==> src/ter_pkg.sv <==
//------------------------------------------------------------------------------
// ter_pkg
// Shared types, codes and constants of the timestamped event recorder.
//------------------------------------------------------------------------------
`default_nettype none

package ter_pkg;

	localparam int OFFSET_BITS = 12;
	localparam int TRACK_BITS  = 8;
	localparam int ADDR_W      = 20;
	localparam int TICK_W      = 24;
	localparam int BYTE_W      = 8;
	localparam int FUNC_W      = 3;
	localparam int CFG_IDX_W   = 2;
	localparam int STEP_W      = 2;

	localparam int QUEUE_DEPTH = 2;
	localparam int QPTR_W      = (QUEUE_DEPTH > 1) ? $clog2(QUEUE_DEPTH) : 1;
	localparam int QCNT_W      = $clog2(QUEUE_DEPTH + 1);

	localparam logic [FUNC_W-1:0] FUNC_TICK  = 3'd0;
	localparam logic [FUNC_W-1:0] FUNC_BYTE  = 3'd1;
	localparam logic [FUNC_W-1:0] FUNC_START = 3'd2;
	localparam logic [FUNC_W-1:0] FUNC_STOP  = 3'd3;
	localparam logic [FUNC_W-1:0] FUNC_NEXT  = 3'd4;
	localparam logic [FUNC_W-1:0] FUNC_PREV  = 3'd5;

	localparam logic [CFG_IDX_W-1:0] CFG_THRESHOLD = 2'd0;
	localparam logic [CFG_IDX_W-1:0] CFG_START     = 2'd1;
	localparam logic [CFG_IDX_W-1:0] CFG_DONE      = 2'd2;
	localparam logic [CFG_IDX_W-1:0] CFG_END       = 2'd3;

	localparam logic RK_MEM  = 1'b0;
	localparam logic RK_SEND = 1'b1;

	localparam logic [BYTE_W-1:0]      THRESHOLD_RESET = 8'h84;
	localparam logic [OFFSET_BITS-1:0] OFF_ONE  = OFFSET_BITS'(1);
	localparam logic [OFFSET_BITS-1:0] OFF_FOUR = OFFSET_BITS'(4);
	localparam logic [TRACK_BITS-1:0]  TRK_ONE  = TRACK_BITS'(1);
	localparam logic [TICK_W-1:0]      TICK_ONE = TICK_W'(1);

	typedef enum logic [1:0] {
		PH_IDLE,
		PH_STARTUP,
		PH_RECORD
	} phase_t;

	typedef enum logic [1:0] {
		JOB_STORE,
		JOB_SEND,
		JOB_START,
		JOB_RECORD
	} job_kind_t;

	typedef struct packed {
		logic [FUNC_W-1:0] func;
		logic [BYTE_W-1:0] in_byte;
	} in_item_t;

	typedef struct packed {
		logic              kind;
		logic [ADDR_W-1:0] mem_address;
		logic [BYTE_W-1:0] out_byte;
		logic              last;
	} out_item_t;

	typedef struct packed {
		logic [BYTE_W-1:0] two_byte_threshold;
		logic [BYTE_W-1:0] start_code;
		logic [BYTE_W-1:0] done_code;
		logic [BYTE_W-1:0] end_code;
	} cfg_t;

	typedef struct packed {
		job_kind_t              kind;
		logic [TRACK_BITS-1:0]  track;
		logic [OFFSET_BITS-1:0] offset;
		logic [TICK_W-1:0]      tick;
		logic [BYTE_W-1:0]      data;
	} job_t;

	function automatic logic [ADDR_W-1:0] make_addr(input logic [TRACK_BITS-1:0] track,
		input logic [OFFSET_BITS-1:0] offset);
		logic [ADDR_W+TRACK_BITS+OFFSET_BITS-1:0] wide;
		wide = {{ADDR_W{1'b0}}, track, offset};
		return wide[ADDR_W-1:0];
	endfunction

endpackage

`default_nettype wire

==> src/ter_front.sv <==
//------------------------------------------------------------------------------
// ter_front
// Accepts items, keeps the recorder state and issues jobs for the back end.
//------------------------------------------------------------------------------
`default_nettype none

module ter_front import ter_pkg::*; (
	input  wire logic      clk,
	input  wire logic      arst_n,
	input  wire logic      in_fire,
	input  wire in_item_t  in_item,
	input  wire cfg_t      cfg,
	output logic           push,
	output job_t           job
);

	phase_t                 phase_q, phase_d;
	logic                   saw_done_q, saw_done_d;
	logic                   awaiting_q, awaiting_d;
	logic [TRACK_BITS-1:0]  track_q, track_d;
	logic [OFFSET_BITS-1:0] offset_q, offset_d;
	logic [TICK_W-1:0]      tick_q, tick_d;
	logic                   has_job;

	// next state
	always_comb begin
		phase_d    = phase_q;
		saw_done_d = saw_done_q;
		awaiting_d = awaiting_q;
		track_d    = track_q;
		offset_d   = offset_q;
		tick_d     = tick_q;
		case (in_item.func)
			FUNC_TICK: begin
				if (phase_q == PH_RECORD) tick_d = tick_q + TICK_ONE;
			end
			FUNC_BYTE: begin
				if (phase_q == PH_STARTUP) begin
					offset_d = offset_q + OFF_ONE;
					if (saw_done_q) begin
						saw_done_d = 1'b0;
						if (in_item.in_byte == cfg.done_code) begin
							phase_d = PH_RECORD;
							tick_d  = '0;
						end
					end else if (in_item.in_byte == cfg.done_code) begin
						saw_done_d = 1'b1;
					end
				end else if (phase_q == PH_RECORD) begin
					if (!awaiting_q) begin
						offset_d   = offset_q + OFF_FOUR;
						tick_d     = '0;
						awaiting_d = in_item.in_byte > cfg.two_byte_threshold;
					end else begin
						offset_d   = offset_q + OFF_ONE;
						awaiting_d = 1'b0;
					end
				end
			end
			FUNC_START: begin
				if (phase_q == PH_IDLE) begin
					tick_d     = '0;
					offset_d   = OFF_ONE;
					saw_done_d = 1'b0;
					phase_d    = PH_STARTUP;
				end
			end
			FUNC_STOP: begin
				if (phase_q == PH_RECORD) begin
					tick_d  = '0;
					phase_d = PH_IDLE;
				end
			end
			FUNC_NEXT: begin
				if (phase_q == PH_IDLE) begin
					track_d  = track_q + TRK_ONE;
					offset_d = '0;
				end
			end
			FUNC_PREV: begin
				if (phase_q == PH_IDLE) begin
					track_d  = track_q - TRK_ONE;
					offset_d = '0;
				end
			end
			default: begin
			end
		endcase
	end

	// job issue
	always_comb begin
		has_job    = 1'b0;
		job.kind   = JOB_STORE;
		job.track  = track_q;
		job.offset = offset_q;
		job.tick   = tick_q;
		job.data   = in_item.in_byte;
		case (in_item.func)
			FUNC_BYTE: begin
				if (phase_q == PH_STARTUP) begin
					has_job = 1'b1;
				end else if (phase_q == PH_RECORD) begin
					has_job  = 1'b1;
					job.kind = awaiting_q ? JOB_STORE : JOB_RECORD;
				end
			end
			FUNC_START: begin
				if (phase_q == PH_IDLE) begin
					has_job    = 1'b1;
					job.kind   = JOB_START;
					job.offset = '0;
					job.data   = cfg.start_code;
				end
			end
			FUNC_STOP: begin
				if (phase_q == PH_RECORD) begin
					has_job  = 1'b1;
					job.kind = JOB_SEND;
					job.data = cfg.end_code;
				end
			end
			default: begin
			end
		endcase
	end

	assign push = in_fire && has_job;

	always_ff @(posedge clk or negedge arst_n) begin
		if (!arst_n) begin
			phase_q    <= PH_IDLE;
			saw_done_q <= 1'b0;
			awaiting_q <= 1'b0;
			track_q    <= '0;
			offset_q   <= '0;
			tick_q     <= '0;
		end else if (in_fire) begin
			phase_q    <= phase_d;
			saw_done_q <= saw_done_d;
			awaiting_q <= awaiting_d;
			track_q    <= track_d;
			offset_q   <= offset_d;
			tick_q     <= tick_d;
		end
	end

endmodule

`default_nettype wire

==> src/ter_queue.sv <==
//------------------------------------------------------------------------------
// ter_queue
// Short job queue between the front end and the back end.
//------------------------------------------------------------------------------
`default_nettype none

module ter_queue import ter_pkg::*; (
	input  wire logic clk,
	input  wire logic arst_n,
	input  wire logic push,
	input  wire job_t push_job,
	input  wire logic pop,
	output logic      full,
	output logic      head_valid,
	output job_t      head
);

	job_t              slot_q [QUEUE_DEPTH];
	logic [QPTR_W-1:0] wr_ptr_q, rd_ptr_q;
	logic [QCNT_W-1:0] count_q;
	logic              do_push, do_pop;

	function automatic logic [QPTR_W-1:0] ptr_inc(input logic [QPTR_W-1:0] p);
		return (p == QPTR_W'(QUEUE_DEPTH - 1)) ? '0 : p + QPTR_W'(1);
	endfunction

	assign full       = count_q == QCNT_W'(QUEUE_DEPTH);
	assign head_valid = count_q != '0;
	assign head       = slot_q[rd_ptr_q];
	assign do_push    = push && !full;
	assign do_pop     = pop && head_valid;

	always_ff @(posedge clk) begin
		if (do_push) slot_q[wr_ptr_q] <= push_job;
	end

	always_ff @(posedge clk or negedge arst_n) begin
		if (!arst_n) begin
			wr_ptr_q <= '0;
			rd_ptr_q <= '0;
			count_q  <= '0;
		end else begin
			if (do_push) wr_ptr_q <= ptr_inc(wr_ptr_q);
			if (do_pop) rd_ptr_q <= ptr_inc(rd_ptr_q);
			if (do_push && !do_pop) count_q <= count_q + QCNT_W'(1);
			else if (do_pop && !do_push) count_q <= count_q - QCNT_W'(1);
		end
	end

endmodule

`default_nettype wire

==> src/ter_back.sv <==
//------------------------------------------------------------------------------
// ter_back
// Expands jobs into memory writes and sent bytes, one per cycle unless stalled.
//------------------------------------------------------------------------------
`default_nettype none

module ter_back import ter_pkg::*; (
	input  wire logic clk,
	input  wire logic arst_n,
	input  wire logic head_valid,
	input  wire job_t head,
	output logic      pop,
	output logic      out_valid,
	input  wire logic out_ready,
	output out_item_t out_item
);

	logic [STEP_W-1:0]      step_q;
	logic                   out_valid_q;
	out_item_t              out_q;
	out_item_t              res;
	logic [STEP_W-1:0]      last_step;
	logic [OFFSET_BITS-1:0] offset;
	logic                   advance;

	assign offset  = head.offset + OFFSET_BITS'(step_q);
	assign advance = head_valid && (!out_valid_q || out_ready);

	always_comb begin
		res.kind        = RK_MEM;
		res.mem_address = make_addr(head.track, offset);
		res.out_byte    = head.data;
		last_step       = '0;
		case (head.kind)
			JOB_STORE: begin
			end
			JOB_SEND: begin
				res.kind        = RK_SEND;
				res.mem_address = '0;
			end
			JOB_START: begin
				last_step = STEP_W'(1);
				if (step_q != '0) begin
					res.kind        = RK_SEND;
					res.mem_address = '0;
				end
			end
			JOB_RECORD: begin
				last_step = STEP_W'(3);
				case (step_q)
					2'd0:    res.out_byte = head.tick[23:16];
					2'd1:    res.out_byte = head.tick[15:8];
					2'd2:    res.out_byte = head.tick[7:0];
					default: res.out_byte = head.data;
				endcase
			end
			default: begin
			end
		endcase
		res.last = step_q == last_step;
	end

	assign pop       = advance && res.last;
	assign out_valid = out_valid_q;
	assign out_item  = out_q;

	always_ff @(posedge clk) begin
		if (advance) out_q <= res;
	end

	always_ff @(posedge clk or negedge arst_n) begin
		if (!arst_n) begin
			step_q      <= '0;
			out_valid_q <= 1'b0;
		end else begin
			if (advance) begin
				out_valid_q <= 1'b1;
				step_q      <= res.last ? '0 : step_q + STEP_W'(1);
			end else if (out_ready) begin
				out_valid_q <= 1'b0;
			end
		end
	end

endmodule

`default_nettype wire

==> src/timestamped_event_recorder.sv <==
//------------------------------------------------------------------------------
// timestamped_event_recorder
// Records received command bytes with tick durations into track memory.
//------------------------------------------------------------------------------
// An item is taken in every cycle while the two-entry job queue has room; the
// front end updates phase, track, offset and tick count in that same cycle.
// Results leave through one output register at one per cycle while out_ready
// is high; an item yields one result, two for a record start and four for a
// command byte in record mode (three duration bytes and the command). The back
// end's one-result-per-cycle output sets the sustained rate; items that yield
// no result push no job into the queue.
//------------------------------------------------------------------------------
`default_nettype none

module timestamped_event_recorder import ter_pkg::*; (
	input  wire logic                 clk,
	input  wire logic                 arst_n,
	input  wire logic                 in_valid,
	output logic                      in_ready,
	input  wire in_item_t             in_item,
	output logic                      out_valid,
	input  wire logic                 out_ready,
	output out_item_t                 out_item,
	input  wire logic                 cfg_we,
	input  wire logic [CFG_IDX_W-1:0] cfg_index,
	input  wire logic [BYTE_W-1:0]    cfg_wdata
);

	cfg_t cfg_q;
	logic in_fire;
	logic push;
	job_t push_job;
	logic full;
	logic head_valid;
	job_t head;
	logic pop;

	always_ff @(posedge clk or negedge arst_n) begin
		if (!arst_n) begin
			cfg_q.two_byte_threshold <= THRESHOLD_RESET;
			cfg_q.start_code         <= '0;
			cfg_q.done_code          <= '0;
			cfg_q.end_code           <= '0;
		end else if (cfg_we) begin
			case (cfg_index)
				CFG_THRESHOLD: cfg_q.two_byte_threshold <= cfg_wdata;
				CFG_START:     cfg_q.start_code         <= cfg_wdata;
				CFG_DONE:      cfg_q.done_code          <= cfg_wdata;
				CFG_END:       cfg_q.end_code           <= cfg_wdata;
				default: begin
				end
			endcase
		end
	end

	assign in_ready = !full;
	assign in_fire  = in_valid && in_ready;

	ter_front u_front (
		.clk     (clk),
		.arst_n  (arst_n),
		.in_fire (in_fire),
		.in_item (in_item),
		.cfg     (cfg_q),
		.push    (push),
		.job     (push_job)
	);

	ter_queue u_queue (
		.clk        (clk),
		.arst_n     (arst_n),
		.push       (push),
		.push_job   (push_job),
		.pop        (pop),
		.full       (full),
		.head_valid (head_valid),
		.head       (head)
	);

	ter_back u_back (
		.clk        (clk),
		.arst_n     (arst_n),
		.head_valid (head_valid),
		.head       (head),
		.pop        (pop),
		.out_valid  (out_valid),
		.out_ready  (out_ready),
		.out_item   (out_item)
	);

endmodule

`default_nettype wire
==> config.mk <==
export PLATFORM = sky130hd
export DESIGN_NAME = timestamped_event_recorder
export DESIGN_NICKNAME = d
export VERILOG_FILES = /design/src/ter_pkg.sv /design/src/ter_front.sv /design/src/ter_queue.sv /design/src/ter_back.sv /design/src/timestamped_event_recorder.sv
export SDC_FILE = /design/constraint.sdc
export NUM_CORES = 1
export LEC_CHECK = 0
export BUFFER_PORTS_ARGS = -buffer_cell sky130_fd_sc_hd__buf_2
export CAP_MARGIN = 20
export CORE_UTILIZATION = 55
export DETAILED_ROUTE_END_ITERATION = 10
export MAX_ROUTING_LAYER = met4
export PLACE_DENSITY_LB_ADDON = 0.15
export SETUP_SLACK_MARGIN = 0.15
export SYNTH_ARGS = -nofsm -noshare
export SYNTH_HDL_FRONTEND = slang
export SYNTH_HIERARCHICAL = 1
export SYNTH_SLANG_ARGS = --single-unit
export TNS_END_PERCENT = 10
==> constraint.sdc <==
create_clock -name clk -period 5.9 [get_ports clk]
set_input_delay 1.77 -clock clk [delete_from_list [all_inputs] [get_ports clk]]
set_output_delay 1.77 -clock clk [all_outputs]
set_load 0.05 [all_outputs]
==> results.txt, run 1 <==
The flow ran to the end, and the final reports show no timing, DRC or antenna violations. The total number of vias is 6874. The region available for standard cell placement spans 18960 um2. Summing every instance area after synthesis gives 10780 um2. In this run the register-to-register setup slack is 2.78 ns. For hold timing, the worst endpoint is cfg_q[29].

The total net switching power is 1.827 mW. The setup fix buffers added after clock tree synthesis is 0. The number of buffers between clock root and the deepest sink is 3. The pin count of the biggest net entering global routing came out at 55. The sequential area share after synthesis is 0.5867. The total die area came out at 20160 um2. The clock root buffer is sky130_fd_sc_hd__clkbuf_16. The areal power density over the cells came out at 449.2 nW/um2.

The initial antenna violation count came to 0. After layout, the worst setup slack is 1.938 ns. The number of enable flip-flop cells after synthesis is 138. The net count of the finished layout is 937. For this run, the top clock speed supported by timing is 252.4 MHz. The number of routed nets with antenna violations is 0. The type of the worst setup path is in -> reg.

Setup repair after global routing left no endpoint under its margin. Global routing finished with a remaining overflow of 0. The peak supply drop is 0.2541 mV.

The sort of element at the end of the critical path is a flip-flop. The final routed DRC violation total is 0. The hold violation total from the final report is 0. The latest clock arrival within the worst-skew pair is 0.51 ns. The depth of the CTS H-tree is 1. The share of cells above drive strength 1 came out at 0.2326. The distinct cell type count after synthesis came out at 74.

The tree built by TritonCTS fans out to 225 sinks. TritonCTS built the clock tree. The count of buffer and inverter cells on the critical path is 2. The count of pins over their slew limit is 0.

Walking the worst path, the cells encountered are buf_2 -> nor2_1 -> nor2_1 -> o311a_1 -> and3_2 -> buf_4. The kind of cell adding the most delay to the critical path is simple AND/OR/NAND/NOR gates. The count of max-cap constraint violations came out at 0. Relative to the synthesized area, the layout overhead comes to 11.71%.

STA classifies the critical path startpoint as an input port. The number of vias per cell came out at 5.911. Cell internal power was estimated by the tool at 3.582 mW. The post-route setup TNS is 0 ns. The actual transition at the worst max-transition pin is 0.9676 ns. The critical path's most frequent cell is sky130_fd_sc_hd__nor2_1. The type of the worst min-delay path is reg -> reg. The startpoint identified for the worst register-to-register timing path is u_queue/rd_ptr_q. The initialized floorplan defines 50 standard-cell rows. For this run, the slowest stage of the critical path takes 0.69 ns. Of the total power, registers draw 0.410. The post-CTS resize count came out at 0.

The global routing usage summed across all routing layers is 0.2316. The die height came out at 142.0 um. The switching power share of the total is 0.3378. Clock tree synthesis inserted a total of 24 buffers.

The half-perimeter wire length of the detailed placement result came out at 14.97 mm. The worst flop-to-flop path endpoint is u_queue/count_q[1]. The startpoint of the tightest hold check path is cfg_q[29]. Measured in cells, the most critical reg-to-reg path has a length of 9. The part of the total power dissipated in combinational logic came out at 0.308.

The number of cells produced by synthesis came out at 824. The count of endpoints failing setup in the final report came out at 0. For this configuration, the core starts out at a cell density of 0.5686. At the worst endpoint, the required time is 6.07 ns.

Of the total power, the clock network draws 0.283. The leading register cell type out of synthesis is sky130_fd_sc_hd__edfxtp_1. In the final routed layout, each cell accounts on average for 18.49 um.

The width of the chip is 142.0 um. The weighted congestion reported at the end of routability-driven placement came out at 0.8853. The number of global-route vias before repair was 6928. The I/O pin total came out at 58. The number of buffers inserted by port buffering is 57. The detailed-routing iteration count for the pre-antenna-repair pass is 5. The average instance in the mapped netlist occupies 13.08 um2.

After clock tree synthesis, the clock-pin slew on the worst setup and hold paths is 0.06 ns. The leakage power of the design came out at 4.809 nW. The final critical-path required period came out at 3.962 ns. The share of synthesized flip-flops with an asynchronous set or reset came out at 0.3867. For the final database, setup skew stands at 0.01629 ns.

The number of buffers inserted for hold repair after clock tree synthesis came out at 0. The global-route wire length before repair came out at 35.36 mm. The number of antenna diodes in the final layout is 0.

For this design, the slowest cell found on the critical path is sky130_fd_sc_hd__and3_2. When the netlist entered floorplanning its net count stood at 876. OpenSTA, run right after detailed placement, puts the worst setup slack at 1.446 ns. The flip-flop and latch count after synthesis is 225.

The cell depth of the worst min-delay path came out at 1. The share of the clock period used by the worst path after layout came out at 0.6715. After the first detailed-routing iteration, the DRC count stood at 476. The worst slew margin relative to its limit came out at 0.3526.

Yosys printed 6 warnings. The final wirelength came out at 21.51 mm. The peak fanout along the critical path came out at 31. The endpoint arrival time on the critical path is 4.13 ns.
power by group through the flow:
stage	registers (mW)	logic (mW)	clock network [mW]
after CTS	2.21	1.67	1.56
after global routing	2.25	1.81	1.62
after detailed placement	2.24	1.66	0
after floorplan	2.54	1.05	0
final	2.22	1.66	1.53
after global placement	2.23	1.63	0
layout make-up:
class | instances | area (um2)
clock buffer | 36 | 706.9
clock inverter | 8 | 113.9
fill | 1428 | 6914
inverter | 32 | 120.1
multi-input combinational | 539 | 4118
sequential | 225 | 6325
tap | 260 | 325.3
timing repair buffer | 63 | 332.8
worst register-to-register path: cells and delay by family (launching register included):
family / cells / cell delay (ns)
AND/OR/NAND/NOR: 3 / 0.85
XOR/XNOR: 2 / 0.32
AO/OA/AOI/OAI: 1 / 0.22
multiplexers: 1 / 0.38
adder cells (fa/ha/maj): 2 / 0.48
flip-flops: 1 / 0.78
metal layers:
layer  global-route usage  vias to the layer above  share of wire
li1                     -                     3230              -
met1               0.2835                     3371           0.41
met2               0.3978                      235           0.51
met3              0.03432                       38          0.057
met4              0.07018                        0          0.015
met5                    -                        -              0
registers in the layout, indices dropped and copies added, names as in the netlist, 2 cells and up:
register and cells:
u_front/tick_q 24, u_back/step_q 2, u_back/out_item 30, u_front/offset_q 12, u_queue/slot_q 108, u_front/track_q 8, cfg_q 32, u_queue/count_q 2
u_front/phase_q 2
stage by stage:
stage                     cells  cell area (um2)  total power, mW  hold slack, ns    util
after floorplan             824            10780            3.591          0.4402       -
after global placement     1119            11220            3.861          0.4742  0.5919
after detailed placement   1119            11220            3.904          0.4962  0.5919
after CTS                  1163            12040            5.446          0.5088  0.6352
after global routing       1163            12040            5.679          0.5242  0.6352
final                      1163            12040            5.409          0.5043  0.6352
synth_stat cells, types with 18 or more instances:
cell type | number | area, um2
sky130_fd_sc_hd__edfxtp_1 | 138 | 4144
sky130_fd_sc_hd__dfrtp_1 | 85 | 2127
sky130_fd_sc_hd__nand3_1 | 21 | 105.1
sky130_fd_sc_hd__nor2_1 | 35 | 131.4
sky130_fd_sc_hd__nand2_1 | 62 | 232.7
sky130_fd_sc_hd__a31oi_1 | 22 | 137.6
sky130_fd_sc_hd__a21oi_1 | 25 | 125.1
sky130_fd_sc_hd__xnor2_1 | 18 | 157.7
sky130_fd_sc_hd__o21ai_0 | 48 | 240.2
sky130_fd_sc_hd__mux2_4 | 49 | 735.7
sky130_fd_sc_hd__inv_1 | 32 | 120.1
sky130_fd_sc_hd__mux2_2 | 38 | 427.9
sky130_fd_sc_hd__ha_1 | 25 | 312.8
layout by cell type (no fill, tap or decap), types with 6 or more instances in the layout:
master | synthesis | final
sky130_fd_sc_hd__a21oi_1 | 25 | 25
sky130_fd_sc_hd__a222oi_1 | 9 | 9
sky130_fd_sc_hd__a22oi_1 | 7 | 7
sky130_fd_sc_hd__a31oi_1 | 22 | 22
sky130_fd_sc_hd__and2_1 | 16 | 16
sky130_fd_sc_hd__buf_2 | 2 | 56
sky130_fd_sc_hd__buf_4 | 1 | 7
sky130_fd_sc_hd__clkbuf_1 | 14 | 7
sky130_fd_sc_hd__clkbuf_16 | 0 | 25
sky130_fd_sc_hd__dfrtp_1 | 85 | 84
sky130_fd_sc_hd__edfxtp_1 | 138 | 138
sky130_fd_sc_hd__ha_1 | 25 | 25
sky130_fd_sc_hd__inv_1 | 32 | 32
sky130_fd_sc_hd__mux2_2 | 38 | 38
sky130_fd_sc_hd__mux2_4 | 49 | 49
sky130_fd_sc_hd__nand2_1 | 62 | 62
sky130_fd_sc_hd__nand2b_1 | 13 | 13
sky130_fd_sc_hd__nand3_1 | 21 | 21
sky130_fd_sc_hd__nand4_1 | 13 | 13
sky130_fd_sc_hd__nor2_1 | 35 | 34
sky130_fd_sc_hd__nor2b_1 | 15 | 15
sky130_fd_sc_hd__nor3_1 | 15 | 15
sky130_fd_sc_hd__nor4_1 | 6 | 6
sky130_fd_sc_hd__o21ai_0 | 48 | 48
sky130_fd_sc_hd__o31ai_1 | 7 | 7
sky130_fd_sc_hd__xnor2_1 | 18 | 18
sky130_fd_sc_hd__xor2_1 | 7 | 7
kinds of logic (layout without fill, tap and decap cells):
group,Yosys count,after routing,share of synthesized area
AO/OA/AOI/OAI,158,158,0.09669
XOR/XNOR,25,25,0.02031
adder cells (fa/ha/maj),26,26,0.03088
buffers and inverters,60,139,0.03215
flip-flops,225,225,0.5867
multiplexers,92,92,0.1126
AND/OR/NAND/NOR,238,238,0.1207
worst max path at each step:
stage	endpoint	from	cells after the start
after CTS	u_queue/slot_q[1][24]	in_item[9]	6
after detailed placement	u_queue/slot_q[1][30]	in_item[9]	6
after global placement	u_queue/slot_q[1][30]	in_item[9]	6
after global routing	u_queue/slot_q[1][24]	in_item[9]	6
after floorplan	u_queue/slot_q[0][0]	in_item[9]	7
final	u_queue/slot_q[1][27]	in_item[9]	6
No activity file was read; power rests on OpenSTA's default activity.
==> run 2: changes to the inputs <==
- clock period: 5.9 -> 3.85 ns (I/O delays scaled with it)
==> results.txt, run 2 (synthesized netlist as in run 1, its figures left out) <==
The flow ran to the end, and the final reports show no timing, DRC or antenna violations. The number of vias per cell was 5.979 (+1.2%). The worst hold-check slack is 0.4848 ns (-0.01942 ns).

The endpoint arrival time on the critical path came out at 3.31 ns (-0.82 ns). The clock transition at the register clock pins on the worst setup and hold paths after CTS is 0.06 ns (about the same). The global-route wire length before repair came to 35.68 mm (+0.92%). The required time of the worst setup path is 4.28 ns (-1.79 ns). The type of the worst setup path is reg -> reg.

The worst setup path is captured at a flip-flop. The number of global-route vias before repair came out at 6907 (-0.30%). The total die area came out at 20160 um2 (unchanged). The top register by number of flip-flops is u_queue/slot_q. The net count of the finished layout is 942 (+0.53%).

The synthesis-to-layout area growth is 11.67% (about the same). The number of buffers inserted for hold repair after clock tree synthesis came out at 0 (unchanged). The delay of the slowest cell on the worst path came out at 0.61 ns (-0.08 ns). The detailed-routing iteration count for the pre-antenna-repair pass came out at 7 (+2). The final cell count without fillers is 1168 (+0.43%). In this run the most critical hold path is launched from u_front/track_q[7].

The placed cell count is 1124 (+0.45%). The number of buffers between clock root and the deepest sink is 3 (unchanged). The number of clock buffers inserted by TritonCTS came out at 24 (unchanged). The peak fanout along the critical path is 13 (-58%). The post-CTS resize count is 0 (unchanged).

Setup repair after global routing left no endpoint under its margin. In this run the critical register-to-register path is launched from u_queue/rd_ptr_q. The peak supply drop came out at 0.3466 mV (+36%).

The actual transition at the worst max-transition pin is 1.003 ns (+0.03514 ns). Leaving out fill and tap cells, the most frequent cells in the layout are sky130_fd_sc_hd__edfxtp_1, sky130_fd_sc_hd__dfrtp_1, sky130_fd_sc_hd__nand2_1. The weighted congestion reported at the end of routability-driven placement is 0.8397 (-5.2%). The areal power density over the cells is 676.6 nW/um2 (+51%). The final routed DRC violation total came out at 0 (unchanged).

The setup fix buffers added after clock tree synthesis came out at 0 (unchanged). The most critical setup path has its startpoint at u_queue/rd_ptr_q. The leakage power of the design was 4.810 nW (about the same).

The latest clock arrival within the worst-skew pair was 0.52 ns (about the same). The initial antenna violation count came out at 0 (unchanged). The share of the clock period used by the worst path after layout came out at 0.7488. The I/O pin total is 58 (unchanged). TritonCTS built the clock tree. The min-delay analysis places its worst path in the category reg -> reg.

The final worst clock skew is 0.01049 ns (-0.005807 ns). STA classifies the critical path startpoint as a flip-flop. The largest individual stage delay along the critical path comes from the cell sky130_fd_sc_hd__dfrtp_2.

The half-perimeter wire length of the detailed placement result came out at 15.03 mm (+0.44%). The share of cells above drive strength 1 came out at 0.2379 (+0.005327). The library cell used most frequently in the layout, excluding fill and tap cells, is sky130_fd_sc_hd__edfxtp_1. The count of pins over their slew limit is 0 (unchanged). The number of routed nets with antenna violations was 0 (unchanged). The count of endpoints failing setup in the final report is 0 (unchanged). The pin count of the biggest net entering global routing came to 64 (+16%). The total number of vias is 6983 (+1.6%).

The final critical-path required period came out at 2.883 ns. The die height is 142.0 um (unchanged). The final routed wire length divided by cell count was 18.84 um (+1.9%).

The register-to-register setup slack is 0.97 ns (-1.81 ns). The worst slew margin relative to its limit came out at 0.3291 (-0.02351). The total grt overflow was 0 (unchanged). The width of the chip is 142.0 um (unchanged). The number of clock sinks was 225 (unchanged). The count of max-cap constraint violations is 0 (unchanged).

The number of buffers inserted by port buffering is 57 (unchanged). The critical path goes through mux2_4 -> ha_1 -> or4_1 -> a21boi_0 -> nand2_1 -> ha_1 -> nor2_1 -> xor2_1. Based on the critical path, the design can be clocked at up to 346.9 MHz.

The clock root buffer is sky130_fd_sc_hd__clkbuf_16. The hold violation total from the final report is 0 (unchanged). The global routing usage summed across all routing layers came to 0.2349 (+0.003357). The number of flip-flops under the largest register name is 108 (unchanged).

The violation count after the first detailed-routing iteration was 581 (+22%). The depth of the CTS H-tree was 1 (unchanged). The initial core utilization came out at 0.5686 (unchanged). The area inside the core boundary came out at 18960 um2 (unchanged). The critical path's most frequent cell is sky130_fd_sc_hd__ha_1.

The final wirelength came out at 22.01 mm (+2.3%). The antenna diode count is 0 (unchanged). The floorplan row count came out at 50 (unchanged).
[run 2: changes by cell type in the layout (fill, tap and decap cells not counted)]
cell | previous run | this run
sky130_fd_sc_hd__clkbuf_1 | 7 | 3
sky130_fd_sc_hd__buf_4 | 7 | 10
sky130_fd_sc_hd__bufinv_16 | 3 | 0
sky130_fd_sc_hd__clkinv_1 | 1 | 4
sky130_fd_sc_hd__buf_12 | 0 | 2
sky130_fd_sc_hd__clkinv_2 | 4 | 6
sky130_fd_sc_hd__clkinv_4 | 0 | 1
sky130_fd_sc_hd__clkinvlp_4 | 0 | 1
[run 2: final timing paths]
check | end | cells past startpoint
setup / recovery | u_queue/count_q[1] | 8
min in group asynchronous | cfg_q[13] | 1
max in group asynchronous | u_front/tick_q[18] | 2
hold / removal | u_front/track_q[7] | 1
hold reg to reg | u_front/track_q[7] | 1
setup reg to reg | u_queue/count_q[1] | 8
[run 2: worst max-delay path, delay by kind of cell, from the launching register on]
family,cells,cell delay (ns)
AO/OA/AOI/OAI,1,0.23
XOR/XNOR,1,0.16
adder cells (fa/ha/maj),2,0.60
flip-flops,1,0.61
multiplexers,1,0.36
AND/OR/NAND/NOR,3,0.84
[run 2: area by class of cell]
| cell class | count | area, um2 |
|---|---|---|
| clock buffer | 32 | 691.9 |
| clock inverter | 12 | 61.31 |
| fill | 1474 | 6919 |
| inverter | 32 | 120.1 |
| multi-input combinational | 539 | 4118 |
| sequential | 225 | 6325 |
| tap | 260 | 325.3 |
| timing repair buffer | 68 | 395.4 |
[run 2: per-layer routing]
metal / vias up / share of wire / track usage
li1: 3241 / - / -
met1: 3447 / 0.41 / 0.2863
met2: 249 / 0.51 / 0.4033
met3: 46 / 0.061 / 0.03600
met4: 0 / 0.023 / 0.07301
met5: - / 0 / -
[run 2: where the power goes]
part / internal, mW / total (mW) / switching [mW]
Combinational: 0.969 / 2.60 / 1.63
Sequential: 3.06 / 3.37 / 0.303
Clock: 1.26 / 2.17 / 0.916
[run 2: per-stage QoR]
| stage | power [mW] | cell area (um2) | setup TNS [ns] | utilization | setup slack (ns) |
|---|---|---|---|---|---|
| floorplan | 5.506 | 10790 | -1.307 | - | -0.02420 |
| global placement | 5.943 | 11280 | 0 | 0.5952 | 0.6893 |
| detailed placement | 6.017 | 11280 | 0 | 0.5952 | 0.5977 |
| CTS | 8.208 | 12040 | 0 | 0.6350 | 0.9445 |
| global route | 8.543 | 12040 | 0 | 0.6350 | 0.7471 |
| finish | 8.144 | 12040 | 0 | 0.6350 | 0.9669 |
